==> config.mk <==
export PLATFORM = sky130hd
export DESIGN_NAME = bitmap_next_set_bit_search
export DESIGN_NICKNAME = d
export VERILOG_FILES = /design/src/hdl/bnsb_pkg.sv /design/src/hdl/bnsb_ram.sv /design/src/hdl/bnsb_ctrl.sv /design/src/hdl/bnsb_dp.sv /design/src/hdl/bitmap_next_set_bit_search.sv
export VERILOG_INCLUDE_DIRS = /design/src /design/src/hdl
export SDC_FILE = /design/constraint.sdc
export NUM_CORES = 2
export LEC_CHECK = 0
export BUFFER_PORTS_ARGS = -buffer_cell sky130_fd_sc_hd__buf_2
export CAP_MARGIN = 20
export CORE_AREA = 10 10 285 287
export DETAILED_ROUTE_END_ITERATION = 12
export DIE_AREA = 0 0 295 297
export PLACE_DENSITY_LB_ADDON = 0.3
export SLEW_MARGIN = 20
export SYNTH_ARGS = -nofsm -noshare
export SYNTH_HDL_FRONTEND = slang
export SYNTH_SLANG_ARGS = --single-unit
==> constraint.sdc <==
create_clock -name clk -period 6.1 [get_ports clk]
set_input_delay 1.83 -clock clk [delete_from_list [all_inputs] [get_ports clk]]
set_output_delay 1.83 -clock clk [all_outputs]
set_load 0.1 [all_outputs]
==> src/hdl/bitmap_next_set_bit_search_macros.svh <==
// Assertion macros used by the bitmap search controller.
// Needs a clock named clk and an active-low reset named rst_n in scope.
`ifndef BITMAP_NEXT_SET_BIT_SEARCH_MACROS_SVH
`define BITMAP_NEXT_SET_BIT_SEARCH_MACROS_SVH

// Property must hold at every edge outside reset
`define BNSB_ASSERT(name, prop) \
    name: assert property (@(posedge clk) disable iff (!rst_n) prop) \
        else $error("%m: assertion failed");

// Condition must never be seen outside reset
`define BNSB_NEVER(name, cond) \
    name: assert property (@(posedge clk) disable iff (!rst_n) !(cond)) \
        else $error("%m: forbidden condition seen");

`endif

==> src/hdl/bnsb_pkg.sv <==
// Shared types, constants and the lowest-set-bit encoder for the bitmap search.
// No dependencies.
package bnsb_pkg;

    localparam int MAP_WORDS_DEF = 16;
    localparam int WORD_BITS_DEF = 64;

    localparam int IDX_W   = 4;    // word_index field
    localparam int VAL_W   = 64;   // word_value field
    localparam int START_W = 10;   // start_bit field
    localparam int LIM_W   = 11;   // bits_in_use and bit_index
    localparam int POS_W   = 12;   // internal bit positions, headroom for one word step

    localparam logic [LIM_W-1:0] BITS_IN_USE_RST = 11'd1024;

    localparam logic MODE_WRITE  = 1'b0;
    localparam logic MODE_SEARCH = 1'b1;

    typedef struct packed {
        logic take_item;   // latch start position
        logic wr_item;     // write one bitmap word
        logic clr_step;    // clear one word of the sweep after reset
        logic div_load;    // latch word index of the start position
        logic base_load;   // latch first word base and bit offset
        logic scan_adv;    // step to the next word
        logic res_hit;     // load result from the encoder
        logic res_miss;    // load result as not found
    } ctrl_cmd_t;

    typedef struct packed {
        logic start_past;  // start at or past the limit, limit zero included
        logic hit;         // current word has a set bit
        logic last;        // next word starts at or past the limit
        logic clr_last;    // clear sweep is at its final word
    } ctrl_stat_t;

    // Position of the lowest set bit of a nonzero word
    function automatic logic [5:0] lowest_set(input logic [VAL_W-1:0] w);
        logic [VAL_W-1:0] v;
        logic [5:0]       n;
        v = w;
        n = '0;
        if (v[31:0] == '0) begin n[5] = 1'b1; v = v >> 32; end
        if (v[15:0] == '0) begin n[4] = 1'b1; v = v >> 16; end
        if (v[7:0]  == '0) begin n[3] = 1'b1; v = v >> 8;  end
        if (v[3:0]  == '0) begin n[2] = 1'b1; v = v >> 4;  end
        if (v[1:0]  == '0) begin n[1] = 1'b1; v = v >> 2;  end
        if (v[0]    == 1'b0) n[0] = 1'b1;
        return n;
    endfunction

endpackage

==> src/hdl/bnsb_ram.sv <==
// Generic single-write, single-read RAM with registered read data.
// No dependencies.
module bnsb_ram #(
    parameter int WIDTH = 64,
    parameter int DEPTH = 16
) (
    input  logic                                    clk,
    input  logic                                    we,
    input  logic [((DEPTH > 1) ? $clog2(DEPTH) : 1)-1:0] waddr,
    input  logic [WIDTH-1:0]                        wdata,
    input  logic [((DEPTH > 1) ? $clog2(DEPTH) : 1)-1:0] raddr,
    output logic [WIDTH-1:0]                        rdata
);

    logic [WIDTH-1:0] mem [DEPTH];
    logic [WIDTH-1:0] rdata_reg;

    always_ff @(posedge clk)
    begin
        if (we)
        begin
            mem[waddr] <= wdata;
        end
        rdata_reg <= mem[raddr];
    end

    assign rdata = rdata_reg;

endmodule

==> src/hdl/bnsb_ctrl.sv <==
// Controller of the bitmap search: clear sweep, item intake, scan sequencing,
// result register handshake. Depends on bnsb_pkg and the assertion macros.
`include "bitmap_next_set_bit_search_macros.svh"

module bnsb_ctrl (
    input  logic                   clk,
    input  logic                   rst_n,
    input  logic                   in_valid,
    output logic                   in_ready,
    input  logic                   mode,
    output logic                   out_valid,
    input  logic                   out_ready,
    input  bnsb_pkg::ctrl_stat_t   stat,
    output bnsb_pkg::ctrl_cmd_t    cmd
);
    import bnsb_pkg::*;

    localparam logic [2:0] ST_CLEAR = 3'd0;
    localparam logic [2:0] ST_IDLE  = 3'd1;
    localparam logic [2:0] ST_DIV   = 3'd2;
    localparam logic [2:0] ST_BASE  = 3'd3;
    localparam logic [2:0] ST_SCAN  = 3'd4;
    localparam logic [2:0] ST_MISS  = 3'd5;

    logic [2:0] state_reg, state_next;
    logic       out_valid_reg, out_valid_next;
    logic       out_free;
    logic       accept;

    assign in_ready  = (state_reg == ST_IDLE);
    assign out_valid = out_valid_reg;
    assign out_free  = !out_valid_reg || out_ready;
    assign accept    = in_valid && in_ready;

    always_comb
    begin
        state_next = state_reg;
        cmd        = '0;
        unique case (state_reg)
            ST_CLEAR:
            begin
                cmd.clr_step = 1'b1;
                if (stat.clr_last)
                begin
                    state_next = ST_IDLE;
                end
            end
            ST_IDLE:
            begin
                if (accept)
                begin
                    if (mode == MODE_WRITE)
                    begin
                        cmd.wr_item = 1'b1;
                    end
                    else
                    begin
                        cmd.take_item = 1'b1;
                        state_next    = stat.start_past ? ST_MISS : ST_DIV;
                    end
                end
            end
            ST_DIV:
            begin
                cmd.div_load = 1'b1;
                state_next   = ST_BASE;
            end
            ST_BASE:
            begin
                cmd.base_load = 1'b1;
                state_next    = ST_SCAN;
            end
            ST_SCAN:
            begin
                // hold on the finishing word until the result register is free
                if (stat.hit)
                begin
                    if (out_free)
                    begin
                        cmd.res_hit = 1'b1;
                        state_next  = ST_IDLE;
                    end
                end
                else if (stat.last)
                begin
                    if (out_free)
                    begin
                        cmd.res_miss = 1'b1;
                        state_next   = ST_IDLE;
                    end
                end
                else
                begin
                    cmd.scan_adv = 1'b1;
                end
            end
            ST_MISS:
            begin
                if (out_free)
                begin
                    cmd.res_miss = 1'b1;
                    state_next   = ST_IDLE;
                end
            end
            default:
            begin
                state_next = ST_IDLE;
            end
        endcase
    end

    always_comb
    begin
        out_valid_next = out_valid_reg;
        if (cmd.res_hit || cmd.res_miss)
        begin
            out_valid_next = 1'b1;
        end
        else if (out_ready)
        begin
            out_valid_next = 1'b0;
        end
    end

    always_ff @(posedge clk or negedge rst_n)
    begin
        if (!rst_n)
        begin
            state_reg     <= ST_CLEAR;
            out_valid_reg <= 1'b0;
        end
        else
        begin
            state_reg     <= state_next;
            out_valid_reg <= out_valid_next;
        end
    end

    `BNSB_NEVER(a_no_result_when_idle, in_ready && (cmd.res_hit || cmd.res_miss))
    `BNSB_ASSERT(a_one_scan_action, $onehot0({cmd.res_hit, cmd.res_miss, cmd.scan_adv}))
    `BNSB_ASSERT(a_result_slot_free, (cmd.res_hit || cmd.res_miss) |-> (!out_valid_reg || out_ready))
    `BNSB_ASSERT(a_clear_only_after_reset, (state_reg != ST_CLEAR) |=> (state_reg != ST_CLEAR))

endmodule

==> src/hdl/bnsb_dp.sv <==
// Datapath of the bitmap search: configuration register, bitmap RAM, word index
// division, first-word mask, priority encoder, result register. Depends on bnsb_pkg, bnsb_ram.
module bnsb_dp #(
    parameter int MAP_WORDS = bnsb_pkg::MAP_WORDS_DEF,
    parameter int WORD_BITS = bnsb_pkg::WORD_BITS_DEF
) (
    input  logic                           clk,
    input  logic                           rst_n,
    input  logic                           cfg_valid,
    input  logic [bnsb_pkg::LIM_W-1:0]     cfg_data,
    input  logic [bnsb_pkg::IDX_W-1:0]     word_index,
    input  logic [bnsb_pkg::VAL_W-1:0]     word_value,
    input  logic [bnsb_pkg::START_W-1:0]   start_bit,
    output logic [bnsb_pkg::LIM_W-1:0]     bit_index,
    output logic                           found,
    input  bnsb_pkg::ctrl_cmd_t            cmd,
    output bnsb_pkg::ctrl_stat_t           stat
);
    import bnsb_pkg::*;

    localparam int AW        = (MAP_WORDS > 1) ? $clog2(MAP_WORDS) : 1;
    localparam int OFF_W     = $clog2(WORD_BITS);
    localparam int MAP_BITS  = MAP_WORDS * WORD_BITS;
    localparam int DIV_SH    = 20;
    // exact floor for positions below 1024 and word sizes up to 64
    localparam int DIV_RECIP = ((1 << DIV_SH) + WORD_BITS - 1) / WORD_BITS;

    logic [LIM_W-1:0]     cfg_reg;
    logic [START_W-1:0]   start_reg;
    logic [AW-1:0]        widx_reg;
    logic [POS_W-1:0]     base_reg;
    logic [OFF_W-1:0]     off_reg;
    logic                 first_reg;
    logic [AW-1:0]        clr_addr_reg;
    logic [LIM_W-1:0]     bit_index_reg;
    logic                 found_reg;

    logic [LIM_W-1:0]     limit;
    logic [31:0]          div_prod;
    logic [31:0]          base_prod;
    logic [POS_W-1:0]     base_first;
    logic [POS_W-1:0]     off_full;
    logic [POS_W-1:0]     next_base;
    logic [POS_W-1:0]     cand;
    logic                 cand_lt;
    logic                 idx_ok;
    logic                 ram_we;
    logic [AW-1:0]        ram_waddr;
    logic [WORD_BITS-1:0] ram_wdata;
    logic [AW-1:0]        ram_raddr;
    logic [WORD_BITS-1:0] ram_rdata;
    logic [WORD_BITS-1:0] word_mask;
    logic [WORD_BITS-1:0] scan_word;

    assign limit = (32'(cfg_reg) > MAP_BITS) ? LIM_W'(MAP_BITS) : cfg_reg;

    assign idx_ok    = 32'(word_index) < MAP_WORDS;
    assign ram_we    = cmd.clr_step || (cmd.wr_item && idx_ok);
    assign ram_waddr = cmd.clr_step ? clr_addr_reg : AW'(word_index);
    assign ram_wdata = cmd.clr_step ? '0 : word_value[WORD_BITS-1:0];
    // prefetch the next word while stepping so one word is checked per cycle
    assign ram_raddr = cmd.scan_adv ? AW'(widx_reg + 1'b1) : widx_reg;

    bnsb_ram #(
        .WIDTH (WORD_BITS),
        .DEPTH (MAP_WORDS)
    ) u_ram (
        .clk   (clk),
        .we    (ram_we),
        .waddr (ram_waddr),
        .wdata (ram_wdata),
        .raddr (ram_raddr),
        .rdata (ram_rdata)
    );

    assign div_prod   = 32'(start_reg) * 32'(DIV_RECIP);
    assign base_prod  = 32'(widx_reg) * 32'(WORD_BITS);
    assign base_first = base_prod[POS_W-1:0];
    assign off_full   = POS_W'(start_reg) - base_first;

    assign word_mask = first_reg ? ({WORD_BITS{1'b1}} << off_reg) : '1;
    assign scan_word = ram_rdata & word_mask;
    assign cand      = base_reg + POS_W'(lowest_set(VAL_W'(scan_word)));
    assign cand_lt   = cand < POS_W'(limit);
    assign next_base = base_reg + POS_W'(WORD_BITS);

    assign stat.start_past = LIM_W'(start_bit) >= limit;
    assign stat.hit        = |scan_word;
    assign stat.last       = next_base >= POS_W'(limit);
    assign stat.clr_last   = 32'(clr_addr_reg) == (MAP_WORDS - 1);

    always_ff @(posedge clk or negedge rst_n)
    begin
        if (!rst_n)
        begin
            cfg_reg      <= BITS_IN_USE_RST;
            clr_addr_reg <= '0;
        end
        else
        begin
            if (cfg_valid)
            begin
                cfg_reg <= cfg_data;
            end
            if (cmd.clr_step)
            begin
                clr_addr_reg <= AW'(clr_addr_reg + 1'b1);
            end
        end
    end

    always_ff @(posedge clk)
    begin
        if (cmd.take_item)
        begin
            start_reg <= start_bit;
        end
        if (cmd.div_load)
        begin
            widx_reg <= div_prod[DIV_SH +: AW];
        end
        else if (cmd.scan_adv)
        begin
            widx_reg <= AW'(widx_reg + 1'b1);
        end
        if (cmd.base_load)
        begin
            base_reg  <= base_first;
            off_reg   <= off_full[OFF_W-1:0];
            first_reg <= 1'b1;
        end
        else if (cmd.scan_adv)
        begin
            base_reg  <= next_base;
            first_reg <= 1'b0;
        end
        if (cmd.res_hit)
        begin
            bit_index_reg <= cand_lt ? cand[LIM_W-1:0] : limit;
            found_reg     <= cand_lt;
        end
        else if (cmd.res_miss)
        begin
            bit_index_reg <= limit;
            found_reg     <= 1'b0;
        end
    end

    assign bit_index = bit_index_reg;
    assign found     = found_reg;

endmodule

==> src/hdl/bitmap_next_set_bit_search.sv <==
// Bitmap next-set-bit search: top level joining controller and datapath.
// Depends on bnsb_pkg, bnsb_ctrl, bnsb_dp (and bnsb_ram below it).
//
// Input channel (in_valid/in_ready): mode selects a word write or a search.
// A write beat stores word_value into word word_index and gives no result;
// indexes past the map are dropped. A search beat gives start_bit.
// Output channel (out_valid/out_ready): one beat per search with bit_index,
// the lowest set bit at or above start_bit and below the limit, and found.
// With no such bit, bit_index is the limit and found is low. The limit is
// bits_in_use, capped at MAP_WORDS * WORD_BITS.
// Config channel (cfg_valid/cfg_ready): writes bits_in_use; always ready.
// Search: the start is latched, then its word index is divided out, then the
// first word's base and bit offset are loaded while that word is read from the
// bitmap RAM. The scan checks one word per cycle, prefetching the next, until a
// hit or the last word, and loads the result register once it is free; a start
// at or past the limit goes straight to a not-found result. A new item is taken
// the cycle after a search loads its result; writes go back to back, one per cycle.
// Reset: the clear sweep writes zero to every word of the bitmap RAM, with in_ready low.
// A stalled receiver holds the result register; a finishing search then waits.
module bitmap_next_set_bit_search #(
    parameter int MAP_WORDS = bnsb_pkg::MAP_WORDS_DEF,
    parameter int WORD_BITS = bnsb_pkg::WORD_BITS_DEF
) (
    input  logic                           clk,
    input  logic                           rst_n,
    input  logic                           in_valid,
    output logic                           in_ready,
    input  logic [0:0]                     mode,
    input  logic [bnsb_pkg::IDX_W-1:0]     word_index,
    input  logic [bnsb_pkg::VAL_W-1:0]     word_value,
    input  logic [bnsb_pkg::START_W-1:0]   start_bit,
    output logic                           out_valid,
    input  logic                           out_ready,
    output logic [bnsb_pkg::LIM_W-1:0]     bit_index,
    output logic                           found,
    input  logic                           cfg_valid,
    output logic                           cfg_ready,
    input  logic [bnsb_pkg::LIM_W-1:0]     cfg_data
);
    import bnsb_pkg::*;

    ctrl_cmd_t  cmd;
    ctrl_stat_t stat;

    assign cfg_ready = 1'b1;

    bnsb_ctrl u_ctrl (
        .clk       (clk),
        .rst_n     (rst_n),
        .in_valid  (in_valid),
        .in_ready  (in_ready),
        .mode      (mode[0]),
        .out_valid (out_valid),
        .out_ready (out_ready),
        .stat      (stat),
        .cmd       (cmd)
    );

    bnsb_dp #(
        .MAP_WORDS (MAP_WORDS),
        .WORD_BITS (WORD_BITS)
    ) u_dp (
        .clk        (clk),
        .rst_n      (rst_n),
        .cfg_valid  (cfg_valid),
        .cfg_data   (cfg_data),
        .word_index (word_index),
        .word_value (word_value),
        .start_bit  (start_bit),
        .bit_index  (bit_index),
        .found      (found),
        .cmd        (cmd),
        .stat       (stat)
    );

endmodule

==> flow_metrics.py <==
metrics = {
    "synthesis": {
        "synth-main-ff-cell": "edfxtp_1",
        "synthDistinctLibCells": 80,
        "syn_area_per_cell_sq_um": 13.2,
        "synth_edf_count": 1056,
        "postSynthCellCount": 3504,
        "synth-async-reset-ratio_pct": 1.66,
        "synth_top_cells_by_area": "edfxtp_1 (68%), nand2_1 (7.8%), nand3_1 (3.6%), dfxtp_1 (3.1%), mux2i_1 (3.0%)",
        "ys_ff_latch": 1146,
        "synth-seq-area-share_pct": 72.5,
        "synth_common_cells": "edfxtp_1 (1056), nand2_1 (959), nand3_1 (336), mux2i_1 (140), a32oi_1 (130)",
        "yosysMostFrequentCell": "edfxtp_1",
        "yosys.area.top_type": "edfxtp_1",
        "yosys_warnings": 0,
        "yosysTopAreaCellShare_pct": 68.4,
        "syn_area_sq_um": 46300,
        "syn_nets": 3628,
    },
    "power": {
        "power-per-cell-area_nw_per_um2": 499,
        "p_leak_uw": 0.0191,
        "power.switching_uw": 9320,
        "p_clk_share_pct": 26.4,
        "switching_share_pct": 35.6,
        "peakVddDrop_uv": 393,
        "power.total_uw": 26200,
        "intPower_uw": 16900,
        "power_frac_comb_pct": 32.4,
        "seqPwrFrac_pct": 41.2,
    },
    "floorplan": {
        "rows": 101,
        "die-area_sq_um": 87600,
        "io_pins": 110,
        "core_area_sq_um": 75400,
        "die_w_um": 295,
        "die_y_um": 297,
        "start_util_pct": 61.4,
    },
    "timing": {
        "period_needed_ns": 5.67,
        "min_period_over_period_pct": 93.0,
        "hold_viol_final": 0,
        "skew_ns": 0.0166,
        "finalSetupViolations": 0,
        "hold_ws_ns": 0.505,
        "setup_tns_ns": 0,
        "max_freq_mhz": 176,
        "rsz0062_at_grt": "false",
        "slew_headroom_pct": 28.1,
        "slew_viol_final": 0,
        "max_slew.worst_pin.slew_ns": 1.08,
    },
    "global_routing": {
        "grt_start_max_net_pins": 99,
        "grt_pass1_wl_mm": 184,
        "grt_pass1_vias": 29100,
        "grt_usage_pct": 27.8,
        "grt_antenna_before_repair": 3,
        "overflow": 0,
    },
    "routing": {
        "vias": 30200,
        "drt_iter0_drc": 4092,
        "drt_wl_total_mm": 123,
        "first_pass_iters": 5,
        "wl_per_cell_um": 26.3,
        "drt-vias-per-instance": 6.43,
        "drc": 0,
        "ant_nets": 0,
    },
    "layout": {
        "seq_area_sq_um": 33600,
        "stdcell_count": 4696,
        "fin_nets": 3740,
        "largest_register_ffs": 1024,
        "layout-drive-gt1-share_pct": 12.0,
        "multi_input_area_sq_um": 11900,
        "num-fill-cells": 4878,
        "final_area_sq_um": 52500,
        "syn2layout_area_growth_pct": 13.4,
    },
    "placed_design": {
        "io_buffers": 108,
        "gp_congestion": 0.993,
        "placed_area_sq_um": 48700,
        "dp_cells": 4478,
        "dp_hpwl_mm": 69.5,
    },
    "clocking": {
        "cts_tree": "yes",
        "cts.path.max_buffers": 3,
        "clk_latency_ns": 0.68,
        "cts_buffers": 112,
        "cts_root_buf": "clkbuf_16",
        "h-tree-depth": 3,
        "cts_sinks": 1146,
        "clkSlewWorstSetupHoldPaths_ns": 0.06,
    },
    "critical_path": {
        "path_cells": "buf_4 -> buf_4 -> a2111oi_0 -> o21ai_0 -> nand4_1 -> or4_1 -> a31o_2 -> buf_4 -> o221ai_1 -> nor2_1 -> a211oi_1 -> o21ai_0 -> or3_1 -> inv_1 -> ha_1 -> a21o_1 -> a21oi_1 -> o2111ai_1 -> a21oi_1 -> buf_4 -> a22o_1",
        "critPathRequiredTime_ns": 6.53,
        "cp-end-kind": "flop",
        "critPathMostFrequentCell": "buf_4",
        "cp.arrival_ns": 6.10,
        "max_stage_delay_ns": 0.72,
        "crit_path_start_kind": "flop",
        "crit_type": "flop to flop",
        "cp_max_fo": 14,
        "critPathTopFamily": "compound AO/OA/AOI/OAI gates",
        "cp_num_buf_inv": 5,
        "crit_path_top_delay_cell": "or4_1",
    },
    "hold_path": {
        "min_path_type": "flop to flop",
    },
    "run": {
        "drv_cap": 0,
    },
    "status": {
        "status": "finished clean",
    },
}
-- final timing paths --
kind	startpoint	end	slack, ns	depth (start not counted)
worst max-delay path	u_dp.off_reg[2]	u_dp.bit_index[10]	0.43	21
worst min-delay path	u_dp.start_reg[8]	u_dp.widx_reg[2]	0.50	1
worst max register to register	u_dp.off_reg[2]	u_dp.bit_index[10]	0.43	21
worst min register to register	u_dp.start_reg[8]	u_dp.widx_reg[2]	0.50	1
max in group asynchronous	rst_n	u_dp.cfg_reg[10]	4.67	1
min in group asynchronous	rst_n	u_dp.cfg_reg[8]	1.09	1
-- area by class of cell --
type / count / area share, %
clock buffer: 147 / 5.88
inverter: 29 / 0.207
tap: 978 / 2.33
timing repair buffer: 215 / 3.67
antenna: 2 / 0.00953
sequential: 1146 / 64.0
multi-input combinational: 2112 / 22.7
clock inverter: 67 / 1.26
-- layout by cell type, fill, tap and decap left out, drive strengths merged, types with 10 or more instances in the layout --
master  count
a21oi      31
nor2       50
o21ai      58
mux2       13
a32oi     130
and2       72
clkinv     51
or3        10
dfrtp      18
bufinv     11
a31oi      17
clkbuf    147
ha         29
dfxtp      71
mux2i     140
o221ai     72
o211ai     11
edfxtp   1056
inv        30
o21a       14
nor3       17
buf       215
nand2     959
nand3     336
-- per-stage QoR --
| step | util (%) | setup slack [ns] |
|---|---|---|
| finish | 69.6 | 0.427 |
| global route | 69.6 | 0.00393 |
| detailed placement | 64.6 | 0.369 |
| CTS | 69.6 | 0.373 |
| global placement | 64.6 | 0.444 |
| floorplan | - | -0.849 |
-- routing by layer --
metal	wire, um	part of all wire [%]	GRT usage (%)	up-vias
li1	-	-	-	13300
met1	49100	40	39.9	15000
met2	57900	47	43.2	1751
met3	12600	10	4.28	224
met4	3690	3.0	9.62	0
met5	0	0	0	-
-- power groups by stage --
stage	Sequential (uW)	Combinational, uW	Clock (uW)
after floorplan	10800	5220	0
after global placement	10900	8160	0
after detailed placement	10900	8310	0
after CTS	10800	8390	6980
after global routing	10800	9150	7310
final	10800	8480	6930
-- kinds of logic after synthesis --
logic type	synth area share, %
buffers and inverters	2.22
AO/OA/AOI/OAI	6.63
other	0.00809
multiplexers	3.34
adder cells (fa/ha/maj)	0.826
XOR/XNOR	0.243
AND/OR/NAND/NOR	14.2
flip-flops	72.5
-- worst register-to-register path, delay by kind of cell, from the launching register on --
family	cells	cell delay, ns
AND/OR/NAND/NOR	4	1.56
adder cells (fa/ha/maj)	1	0.15
buffers and inverters	5	0.98
AO/OA/AOI/OAI	11	2.16
flip-flops	1	0.57
-- timing repair --
| action | CTS | global route |
|---|---|---|
| hold buffers | 0 | 0 |
| buffers inserted | 0 | 1 |
| endpoints found under the hold margin | 0 | 0 |
| setup endpoints to repair | 0 | 4 |
| resized for setup | 0 | 1 |
(Power assumes the default switching activity.)
